## src/rtl/rme_pkg.sv

```systemverilog
// Shared constants, types and the arctangent table of the matrix-to-Euler converter.
`timescale 1ns / 1ps
`default_nettype none
package rme_pkg;

  localparam int CordicIterDefault = 16;
  localparam int TableLen          = 24;
  localparam int CoordW            = 34;
  localparam int AngleAccW         = 21;
  localparam int ArgW              = 17;
  localparam int SqrtSteps         = 15;
  localparam int RemW              = 31;

  localparam logic signed [15:0] OneQ14   = 16'sd16384;
  localparam logic signed [15:0] MinusOne = -16'sd16384;
  localparam logic signed [AngleAccW-1:0] PiQ16 = 21'sd205887;
  localparam logic signed [AngleAccW-1:0] AngleMax = 21'sd25736;
  localparam logic [14:0] EpsilonReset = 15'd1;

  // Matrix fields and the clamped sine, carried alongside the square root.
  typedef struct packed {
    logic signed [15:0] xx;
    logic signed [15:0] xy;
    logic signed [15:0] yy;
    logic signed [15:0] yz;
    logic signed [15:0] zy;
    logic signed [15:0] zz;
    logic signed [15:0] s;
  } rme_side_t;

  // Arctangent of 2^-i in Q16 radians, rounded to nearest.
  function automatic logic signed [AngleAccW-1:0] atan_tab(input int idx);
    logic signed [AngleAccW-1:0] v;
    unique case (idx)
      0:  v = 21'sd51472;
      1:  v = 21'sd30385;
      2:  v = 21'sd16055;
      3:  v = 21'sd8150;
      4:  v = 21'sd4091;
      5:  v = 21'sd2047;
      6:  v = 21'sd1024;
      7:  v = 21'sd512;
      8:  v = 21'sd256;
      9:  v = 21'sd128;
      10: v = 21'sd64;
      11: v = 21'sd32;
      12: v = 21'sd16;
      13: v = 21'sd8;
      14: v = 21'sd4;
      15: v = 21'sd2;
      16: v = 21'sd1;
      default: v = '0;
    endcase
    return v;
  endfunction

endpackage
`default_nettype wire

```

## src/rtl/rme_isqrt.sv

```systemverilog
// Pipelined integer square root, one result bit per stage, with sideband.
`timescale 1ns / 1ps
`default_nettype none
module rme_isqrt
  import rme_pkg::*;
(
  input  wire logic            clk_i,
  input  wire logic            rst_ni,
  input  wire logic            valid_i,
  input  wire logic [28:0]     rad_i,
  input  wire rme_side_t       side_i,
  output logic                 valid_o,
  output logic [14:0]          root_o,
  output rme_side_t            side_o
);

  logic            vld   [0:SqrtSteps];
  logic [RemW-1:0] rem   [0:SqrtSteps];
  logic [14:0]     root  [0:SqrtSteps];
  rme_side_t       side  [0:SqrtSteps];

  assign vld[0]  = valid_i;
  assign rem[0]  = {2'b00, rad_i};
  assign root[0] = '0;
  assign side[0] = side_i;

  for (genvar k = 1; k <= SqrtSteps; k++) begin : g_step
    localparam int B = SqrtSteps - k;
    logic [RemW-1:0] trial;
    logic            take;

    assign trial = ({16'b0, root[k-1]} << (B + 1)) + (31'd1 << (2 * B));
    assign take  = rem[k-1] >= trial;

    always_ff @(posedge clk_i or negedge rst_ni) begin
      if (!rst_ni) begin
        vld[k] <= 1'b0;
      end else begin
        vld[k] <= vld[k-1];
      end
    end

    always_ff @(posedge clk_i) begin
      rem[k]  <= take ? rem[k-1] - trial : rem[k-1];
      root[k] <= take ? (root[k-1] | (15'd1 << B)) : root[k-1];
      side[k] <= side[k-1];
    end
  end

  assign valid_o = vld[SqrtSteps];
  assign root_o  = root[SqrtSteps];
  assign side_o  = side[SqrtSteps];

endmodule
`default_nettype wire

```

## config.mk

```make
export PLATFORM = sky130hd
export DESIGN_NAME = rme_isqrt
export DESIGN_NICKNAME = d
export VERILOG_FILES = /design/src/rtl/rme_pkg.sv /design/src/rtl/rme_isqrt.sv
export SDC_FILE = /design/constraint.sdc
export NUM_CORES = 2
export LEC_CHECK = 0
export BUFFER_PORTS_ARGS = -buffer_cell sky130_fd_sc_hd__buf_4
export CAP_MARGIN = 5
export CORE_MARGIN = 2
export CORE_UTILIZATION = 43
export DETAILED_ROUTE_END_ITERATION = 6
export GPL_ROUTABILITY_DRIVEN = 0
export MAX_ROUTING_LAYER = met4
export SLEW_MARGIN = 20
export SYNTH_ARGS = -nofsm -noshare
export SYNTH_HDL_FRONTEND = slang
export SYNTH_SLANG_ARGS = --single-unit
```

## constraint.sdc

```tcl
create_clock -name clk_i -period 6 [get_ports clk_i]
set_input_delay 0.6 -clock clk_i [delete_from_list [all_inputs] [get_ports clk_i]]
set_output_delay 0.6 -clock clk_i [all_outputs]
set_load 0.05 [all_outputs]
```

==> run metrics <==
Util after Layout 0.5264; layout cells sized above 1 0.1518; site row count 131; post-route setup TNS 0 ps; sequential fraction of the synthesis area 0.8193; Hold Fails Final Rpt 0; Vias 25270; WL/cell 11.89 µm; # DRC 0; ys async rst share 0.006673; post-route clock period utilization 0.5899; Worst Path Required 6650 ps; Initial Utilization 0.4326; Hold Crit Class input port to asynchronous set/reset pin; GR Overflow Total 0; largest net degree at the start of global routing 28; Slew HR 0.3749; Fillers 10530; drt via density 4.155; WP data arrival 4190 ps; first-pass GRT wire length 118.9 mm; TritonCTS clock tree done; Mapped Area 55020 µm²; Critical Path Start Type flop; clk_lat worst skew 800 ps; Max FO, Critical Path 27; Final Max Tran Viols 0; Root Buffer clkbuf_16; status complete, no violations; Post-Route WL 72.29 mm; Clock Sinks 2248; Core ar. 127200 µm²; Longest Clk Path Bufs 3; Antenna Cells 0; worst slew pin tran 930.4 ps; antenna violations before repair 1; yosys warns 0; minimum clock period 3539 ps; Die ar. 130800 µm²; Hold WS 194.5 ps; Tot GR Track Use 0.1151; VDD IR max 0.3261 mV; final number of setup-violating endpoints 0; Routed Antenna Nets 0; Initial DRC Count 1106; Fin Clk Skew 56.15 ps; RSZ-0062 raised after global routing false; H-tree Lvls 4; critical setup path kind flop to flop; Avg Cell Area, Syn 14.65 µm²; clk slew on worst S/H paths 60 ps; Max-Cap Viols 0; #FFs+latches synth 2248; post-CTS sizing 0; ys flop type dfxtp_1; Num CTS Buffers 203; P&R area growth vs syn 21.69%; Die W 361.7 µm; fin nets 4522; PD cells 495.2 nW/µm²; post-DP HPWL 46.14 mm; Pre-antenna DRT Iters 5; Leak 0.02913 µW; # port buffers 271; synthesized instance count 3757; Netlist cell types 77; chip height 361.7 µm; Critical Path End Type flop; I/O pin count 272; vias in the first global route 25020; number of flops mapped to enable cells by yosys 0; FMAX 282.5 MHz
routing by layer:
layer  vias up  wire, µm  GRT usage
li1      13200         -          -
met1     11360     32710     0.1330
met2       484     32940     0.1817
met3       227      3453    0.03296
met4         0      3182    0.06144
met5         -         0          -
critical path: stages, from the launching register on:
cell and delay [ps]:
dfxtp_1 330, inv_1 40, ha_1 330, or4b_2 630, nor3_1 160, nand4bb_1 120
nand3_1 100, o21ba_1 450, or4_4 560, or4_4 540, xnor2_2 140
area by class of cell:
| class | count | area, µm² | area share |
|---|---|---|---|
| Clock buffer | 270 | 5762 | 0.08605 |
| Clock inverter | 108 | 1495 | 0.02233 |
| Inverter | 157 | 589.3 | 0.008801 |
| Multi-Input combinational cell | 1218 | 8451 | 0.1262 |
| Sequential cell | 2248 | 45080 | 0.6732 |
| Tap cell | 1662 | 2079 | 0.03106 |
| Timing Repair Buffer | 419 | 3503 | 0.05232 |
power breakdown:
| group | total [µW] | internal, µW | switching (µW) |
|---|---|---|---|
| sequential | 17100 | 16400 | 774 |
| clock | 13200 | 7760 | 5460 |
| combinational | 2790 | 1300 | 1490 |
| total | 33200 | 25400 | 7730 |
timing repair:
action | CTS | global route
endpoints found under the hold margin | 157 | 0
setup buffers | 0 | 0
hold buffers | 143 | 0
cell usage after synthesis (14+ instances only):
library cell  instances  area, µm²
dfxtp_1            2233      44700
inv_1               156      585.6
nand2_1             133      499.2
ha_1                131       1639
buf_4               113      848.3
o21ai_0             109      545.5
nor2_1              108      405.4
xor2_1              104      910.9
a21oi_1              76      380.4
xnor2_1              73      639.4
nor3_1               66      330.3
nor4_1               55      344.1
a21o_1               30      225.2
nand2b_1             29      181.4
nor2b_1              23      143.9
o21a_1               21      157.7
or3_1                21      131.4
or4_1                21      157.7
clkbuf_1             20      75.07
nand3_1              18      90.09
dfrtp_1              15      375.4
a211oi_1             14      105.1
cell usage in the layout (no fill, tap or decap), types with 76 or more instances in the layout:
cell type      netlist  final
dfxtp_1           2233   2233
buf_4              113    276
clkbuf_16            0    203
inv_1              156    156
dlygate4sd3_1        0    143
nand2_1            133    133
ha_1               131    131
o21ai_0            109    109
nor2_1             108    108
xor2_1             104    104
a21oi_1             76     76
per-stage QoR:
stage               std cells  worst slack [ps]  total power, µW  instance area, µm²
floorplan                3758              2968            19370               55030
global placement         5561              2425            20120               58260
detailed placement       5561              2449            20200               58260
CTS                      6082              2401            33630               66950
global route             6082              2226            34750               66960
finish                   6082              2461            33160               66960
registers in the layout, indices dropped and copies added, names as in the netlist:
register  cells
rem         433
root        105
root_o       15
side       1568
side_o      112
valid_o       1
vld          14
logic make-up after synthesis:
group                    after synthesis  share of synthesized area
AND/OR/NAND/NOR                      549                    0.05246
other                                  1                 0.00006816
flip-flops                          2248                     0.8193
multiplexers                          20                   0.003980
buffers and inverters                292                    0.02779
AO/OA/AOI/OAI                        338                    0.03816
adder cells (fa/ha/maj)              131                    0.02979
XOR/XNOR                             178                    0.02847
path summary, 6_finish.rpt:
kind                                          start  cells after the start  slack, ps                  to
worst min register to register   side[1575]$_DFF_P_                      0        280  side[1463]$_DFF_P_
worst max-delay path            root[48]$_SDFF_PP1_                     10       2460     rem[91]$_DFF_P_
worst min-delay path                         rst_ni                      2        190    vld[1]$_DFF_PN0_
max in group asynchronous                    rst_ni                      2       5610    vld[9]$_DFF_PN0_
min in group clk_i               side[1575]$_DFF_P_                      0        280  side[1463]$_DFF_P_
worst max register to register  root[48]$_SDFF_PP1_                     10       2460     rem[91]$_DFF_P_
(Power assumes the default switching activity.)
