[src/rtl/rme_pkg.sv]
// Shared constants, types and the arctangent table of the matrix-to-Euler converter.
`timescale 1ns / 1ps
`default_nettype none
package rme_pkg;

  localparam int CordicIterDefault = 16;
  localparam int TableLen          = 24;
  localparam int CoordW            = 34;
  localparam int AngleAccW         = 21;
  localparam int ArgW              = 17;
  localparam int SqrtSteps         = 15;
  localparam int RemW              = 31;

  localparam logic signed [15:0] OneQ14   = 16'sd16384;
  localparam logic signed [15:0] MinusOne = -16'sd16384;
  localparam logic signed [AngleAccW-1:0] PiQ16 = 21'sd205887;
  localparam logic signed [AngleAccW-1:0] AngleMax = 21'sd25736;
  localparam logic [14:0] EpsilonReset = 15'd1;

  // Matrix fields and the clamped sine, carried alongside the square root.
  typedef struct packed {
    logic signed [15:0] xx;
    logic signed [15:0] xy;
    logic signed [15:0] yy;
    logic signed [15:0] yz;
    logic signed [15:0] zy;
    logic signed [15:0] zz;
    logic signed [15:0] s;
  } rme_side_t;

  // Arctangent of 2^-i in Q16 radians, rounded to nearest.
  function automatic logic signed [AngleAccW-1:0] atan_tab(input int idx);
    logic signed [AngleAccW-1:0] v;
    unique case (idx)
      0:  v = 21'sd51472;
      1:  v = 21'sd30385;
      2:  v = 21'sd16055;
      3:  v = 21'sd8150;
      4:  v = 21'sd4091;
      5:  v = 21'sd2047;
      6:  v = 21'sd1024;
      7:  v = 21'sd512;
      8:  v = 21'sd256;
      9:  v = 21'sd128;
      10: v = 21'sd64;
      11: v = 21'sd32;
      12: v = 21'sd16;
      13: v = 21'sd8;
      14: v = 21'sd4;
      15: v = 21'sd2;
      16: v = 21'sd1;
      default: v = '0;
    endcase
    return v;
  endfunction

endpackage
`default_nettype wire

[src/rtl/rme_atan2.sv]
// Pipelined vectoring CORDIC giving atan2 in Q3.13 radians.
`timescale 1ns / 1ps
`default_nettype none
module rme_atan2
  import rme_pkg::*;
#(
  parameter int Iter = CordicIterDefault
) (
  input  wire logic                  clk_i,
  input  wire logic                  rst_ni,
  input  wire logic                  valid_i,
  input  wire logic signed [ArgW-1:0] y_i,
  input  wire logic signed [ArgW-1:0] x_i,
  output logic                       valid_o,
  output logic signed [15:0]         angle_o
);

  logic                         vld  [0:Iter];
  logic                         zero [0:Iter];
  logic signed [CoordW-1:0]     xs   [0:Iter];
  logic signed [CoordW-1:0]     ys   [0:Iter];
  logic signed [AngleAccW-1:0]  zs   [0:Iter];

  logic signed [CoordW-1:0] xe, ye;
  assign xe = {{3{x_i[ArgW-1]}}, x_i, 14'b0};
  assign ye = {{3{y_i[ArgW-1]}}, y_i, 14'b0};

  // Left half-plane vectors are turned by pi first.
  always_ff @(posedge clk_i or negedge rst_ni) begin
    if (!rst_ni) begin
      vld[0] <= 1'b0;
    end else begin
      vld[0] <= valid_i;
    end
  end

  always_ff @(posedge clk_i) begin
    zero[0] <= (x_i == '0) && (y_i == '0);
    if (x_i < 0) begin
      xs[0] <= -xe;
      ys[0] <= -ye;
      zs[0] <= (y_i >= 0) ? PiQ16 : -PiQ16;
    end else begin
      xs[0] <= xe;
      ys[0] <= ye;
      zs[0] <= '0;
    end
  end

  for (genvar i = 0; i < Iter; i++) begin : g_iter
    always_ff @(posedge clk_i or negedge rst_ni) begin
      if (!rst_ni) begin
        vld[i+1] <= 1'b0;
      end else begin
        vld[i+1] <= vld[i];
      end
    end

    always_ff @(posedge clk_i) begin
      zero[i+1] <= zero[i];
      if (ys[i] >= 0) begin
        xs[i+1] <= xs[i] + (ys[i] >>> i);
        ys[i+1] <= ys[i] - (xs[i] >>> i);
        zs[i+1] <= zs[i] + atan_tab(i);
      end else begin
        xs[i+1] <= xs[i] - (ys[i] >>> i);
        ys[i+1] <= ys[i] + (xs[i] >>> i);
        zs[i+1] <= zs[i] - atan_tab(i);
      end
    end
  end

  logic signed [AngleAccW-1:0] z_rnd;
  logic signed [AngleAccW-1:0] z_sat;
  logic                        valid_q;
  logic signed [15:0]          angle_q;

  assign z_rnd = (zs[Iter] + 21'sd4) >>> 3;

  always_comb begin
    priority if (z_rnd > AngleMax) begin
      z_sat = AngleMax;
    end else if (z_rnd < -AngleMax) begin
      z_sat = -AngleMax;
    end else begin
      z_sat = z_rnd;
    end
  end

  always_ff @(posedge clk_i or negedge rst_ni) begin
    if (!rst_ni) begin
      valid_q <= 1'b0;
    end else begin
      valid_q <= vld[Iter];
    end
  end

  always_ff @(posedge clk_i) begin
    angle_q <= zero[Iter] ? 16'sd0 : z_sat[15:0];
  end

  assign valid_o = valid_q;
  assign angle_o = angle_q;

endmodule
`default_nettype wire

[config.mk]
export PLATFORM = sky130hd
export DESIGN_NAME = rme_atan2
export DESIGN_NICKNAME = d
export VERILOG_FILES = /design/src/rtl/rme_pkg.sv /design/src/rtl/rme_atan2.sv
export SDC_FILE = /design/constraint.sdc
export NUM_CORES = 2
export LEC_CHECK = 0
export ABC_AREA = 1
export ABC_CLOCK_PERIOD_IN_PS = 3800
export BUFFER_PORTS_ARGS = -buffer_cell sky130_fd_sc_hd__buf_4
export CAP_MARGIN = 20
export CELL_PAD_IN_SITES_DETAIL_PLACEMENT = 2
export CELL_PAD_IN_SITES_GLOBAL_PLACEMENT = 2
export CORE_MARGIN = 2
export CORE_UTILIZATION = 38
export CTS_CLUSTER_DIAMETER = 80
export DETAILED_ROUTE_END_ITERATION = 12
export HOLD_SLACK_MARGIN = 0.08
export PLACE_DENSITY_LB_ADDON = 0.1
export SKIP_LAST_GASP = 1
export SYNTH_ARGS = -nofsm -noshare
export SYNTH_HDL_FRONTEND = slang
export SYNTH_SLANG_ARGS = --single-unit
[constraint.sdc]
create_clock -name clk_i -period 3.8 [get_ports clk_i]
set_input_delay 0.57 -clock clk_i [delete_from_list [all_inputs] [get_ports clk_i]]
set_output_delay 0.57 -clock clk_i [all_outputs]
set_load 0.01 [all_outputs]
==> run_results.csv <==
group,metric,value,unit
logic_synthesis,synth_cell_types,61,
clock_network,clock_sinks,1249,
sta,clock-skew-final,52.8,ps
status,status,"complete, but fails checks",
setup_path,r2r_cells,21,
sta,rsz0062_at_grt,"true",
die,chipWidth,514,microns
logic_synthesis,seq_area_frac_synth,25.4,%
sta,holdWs,318,ps
setup_path,arrival,4650,ps
setup_path,cp_max_fo,3,
hold_path,hold_path_end,"zero[0][6]",
final_layout,multi_input_area,0.0697,sq mm
sta,relSlewSlack,41.5,%
clock_network,clk_pin_slew,70,ps
sta,finalHoldViolCount,0,
die,die_area,0.264,sq mm
logic_synthesis,synthCells,14100,
sta,finalSetupViolations,1,
clock_network,cts_max_level,4,
setup_path,rr_startpoint,"ys[5][6]",
drt,drt-wirelength-per-cell,24.1,microns
drt,first_pass_iters,5,
setup_path,critical_path_class,"flip-flop to flip-flop",
flow_run,maxCapViolations,0,
setup_path,worst-path-buf-inv,4,
hold_path,min_path_cells,0,
grt,antenna_found_initial,17,
status,violations,"negative setup slack",
grt,grt-ovfl-total,0,
sta,setup_slack,-104,ps
final_layout,post-route-util,45.2,%
final_layout,drive_above_1_share,10.8,%
clock_network,root_buffer,"clkbuf_16",
setup_path,start_kind,"flip-flop",
drt,drc,0,
logic_synthesis,avgSynthCellArea,7.01,sq um
setup_path,startpoint,"ys[5][6]",
setup_path,r2r-end,"xs[6][31]",
die,initial_core_util,38.1,%
logic_synthesis,synth-main-ff-cell,"dfxtp_1",
clock_network,cts_tree,"done",
hold_path,hp-class,"flip-flop to flip-flop",
setup_path,crit_required,4550,ps
drt,vias_per_cell,5.49,
placed_design,routabilityCongestion,0.958,
logic_synthesis,async_flop_share,1.44,%
clock_network,clk_path_buf_depth,4,
logic_synthesis,syn-cell-area,0.0988,sq mm
grt,grt_pass1_vias,113000,
placed_design,dp_hpwl,360000,microns
drt,dr.first_iter.drc_count,5003,
final_layout,fill_cells,30500,
placed_design,numPortBuffers,53,
sta,min_period_over_period,103,%
placed_design,dp_slack,-226,ps
die,rows,187,
drt,wl,448000,microns
final_layout,regArea,0.0251,sq mm
drt,ant_nets,0,
clock_network,clkLatencyLatePin,880,ps
setup_path,crit_path_max_incr_delay,380,ps
setup_path,endpoint_kind,"flip-flop",
setup_path,crit_cells,21,
setup_path,cp_cell_sequence,"inv_2 -> ha_4 -> nand3_2 -> nor2_2 -> nand2_2 -> buf_4 -> nor2_4 -> nand4_1 -> o31ai_2 -> buf_4 -> xor2_1 -> ha_1 -> buf_4 -> nand2_1 -> nor2_1 -> nor2_1 -> o21ai_0 -> a221oi_2 -> nand2_1 -> nand2_1 -> nand2_1",
final_layout,nets,16200,
drt,vias,102000,
grt,grt_max_degree,54,
logic_synthesis,ys_warn_count,0,
hold_path,worstHoldStart,"zero[0][5]",
sta,slew_viol_final,0,
logic_synthesis,synth_edf_count,0,
setup_path,cpMaxStageDelayCell,"a221oi_2",
sta,fin_crit,3900,ps
die,ioPinCount,54,
setup_path,timing.critical_path.mode_cell,"nand2_1",
clock_network,cts_buffers,168,
setup_path,crit_family,"simple AND/OR/NAND/NOR gates",
sta,max_freq,0.256,GHz
grt,grt_pass1_wl,675000,microns
die,fp.coreArea,0.259,sq mm
logic_synthesis,synth_seq_cells,1249,
setup_path,rrSetupSlack,-100,ps
sta,tightest_slew,876,ps
final_layout,area_growth,18.6,%
grt,grt_usage,32.3,%
die,fp.dieH,514,microns
-- cell usage after synthesis, types with 32 or more instances --
master | instances | area share (%)
a21oi_1 | 1144 | 5.8
nor3_1 | 236 | 1.2
a31oi_1 | 168 | 1.1
nand4_1 | 151 | 0.96
nor4_1 | 106 | 0.67
a21o_1 | 161 | 1.2
ha_1 | 1119 | 14
a211oi_1 | 48 | 0.36
o21a_1 | 46 | 0.35
nand2_1 | 2803 | 11
o31ai_1 | 60 | 0.46
a21boi_0 | 39 | 0.30
clkbuf_1 | 102 | 0.39
xor2_1 | 1078 | 9.6
xnor2_1 | 487 | 4.3
dfxtp_1 | 1231 | 25
nor2_1 | 1656 | 6.3
nand3_1 | 547 | 2.8
fa_1 | 42 | 0.85
o221ai_1 | 32 | 0.28
o21bai_1 | 66 | 0.50
inv_1 | 1657 | 6.3
o21ai_0 | 801 | 4.1
o211ai_1 | 58 | 0.44
-- worst reg2reg max path: stages, from the launching register on --
cell      delay, ps
dfxtp_2         330
inv_2           100
ha_4            160
nand3_2         100
nor2_2          110
nand2_2         110
buf_4           160
nor2_4          110
nand4_1         180
o31ai_2         310
buf_4           180
xor2_1          230
ha_1            300
buf_4           150
nand2_1         110
nor2_1           70
nor2_1          220
o21ai_0         210
a221oi_2        380
nand2_1         110
nand2_1          90
nand2_1          70
-- sequential cells by signal (all words and copies together), names as in the netlist --
name and flops:
ys 444, xs 430, zs 324, vld 17, zero 17, angle_o 16, valid_o 1
-- cell type report --
class / count / share of cell area (%)
multi-input combinational: 11100 / 59.4
inverter: 1663 / 5.32
antenna: 6 / 0.0128
clock inverter: 83 / 0.954
clock buffer: 218 / 4.08
timing repair buffer: 789 / 5.16
tap: 3402 / 3.63
sequential: 1249 / 21.4
-- layer usage --
metal  GRT usage (%)  vias up  part of all wire [%]
li1                -    48400                     -
met1            40.0    50900                    44
met2            58.4     1703                    50
met3            2.62      814                   2.8
met4            11.4        6                   4.1
met5               0        -                0.0092
-- worst max-delay path by stage --
stage,slack [ps],endpoint
floorplan,650,ys[3][33]
global placement,-30,xs[6][31]
detailed placement,-230,xs[6][33]
CTS,-20,ys[9][31]
global route,-260,xs[6][31]
finish,-100,xs[6][31]
-- per-stage QoR --
stage          instances  area (sq um)  TNS (ps)
2_1_floorplan      14200         99100         0
3_3_place_gp       18100        108000     -27.1
3_5_place_dp       18100        108000     -2250
4_1_cts            18500        115000     -26.8
5_1_grt            18500        117000     -5090
6_report           18500        117000      -104
-- cell usage in the layout, fill, tap and decap left out, drive strengths merged, types with 47 or more instances in the layout --
cell type	instances
nand2	2815
inv	1682
nor2	1670
dfxtp	1231
a21oi	1150
ha	1119
xor2	1078
o21ai	831
buf	742
nand3	548
xnor2	487
nor3	246
clkbuf	218
a31oi	168
a21o	161
nand4	151
nor4	108
conb	81
o21bai	66
o31ai	60
o211ai	58
a211oi	48
dlygate4sd3	47
-- kinds of logic after synthesis --
logic type / synth area share [%]
xor gates and xnor gates: 13.9
adders and majority gates: 15.0
AOI/OAI and AO/OA: 15.4
DFF: 25.4
and+or+nand+nor: 23.4
buffers and inverters: 6.86
other: 0.00379
-- repair_timing --
item / in CTS / in global routing
hold buffers: 47 / 0
endpoints found under the hold margin: 58 / 0
resized for setup: 69 / 583
pin swaps: 8 / 134
setup endpoints to repair: 71 / 308
buffers inserted: 6 / 61
cloned: 0 / 0
Power is left out: the tool's default activity adds up to more than one toggle a clock period on the data nets, which glitch-free logic cannot reach.
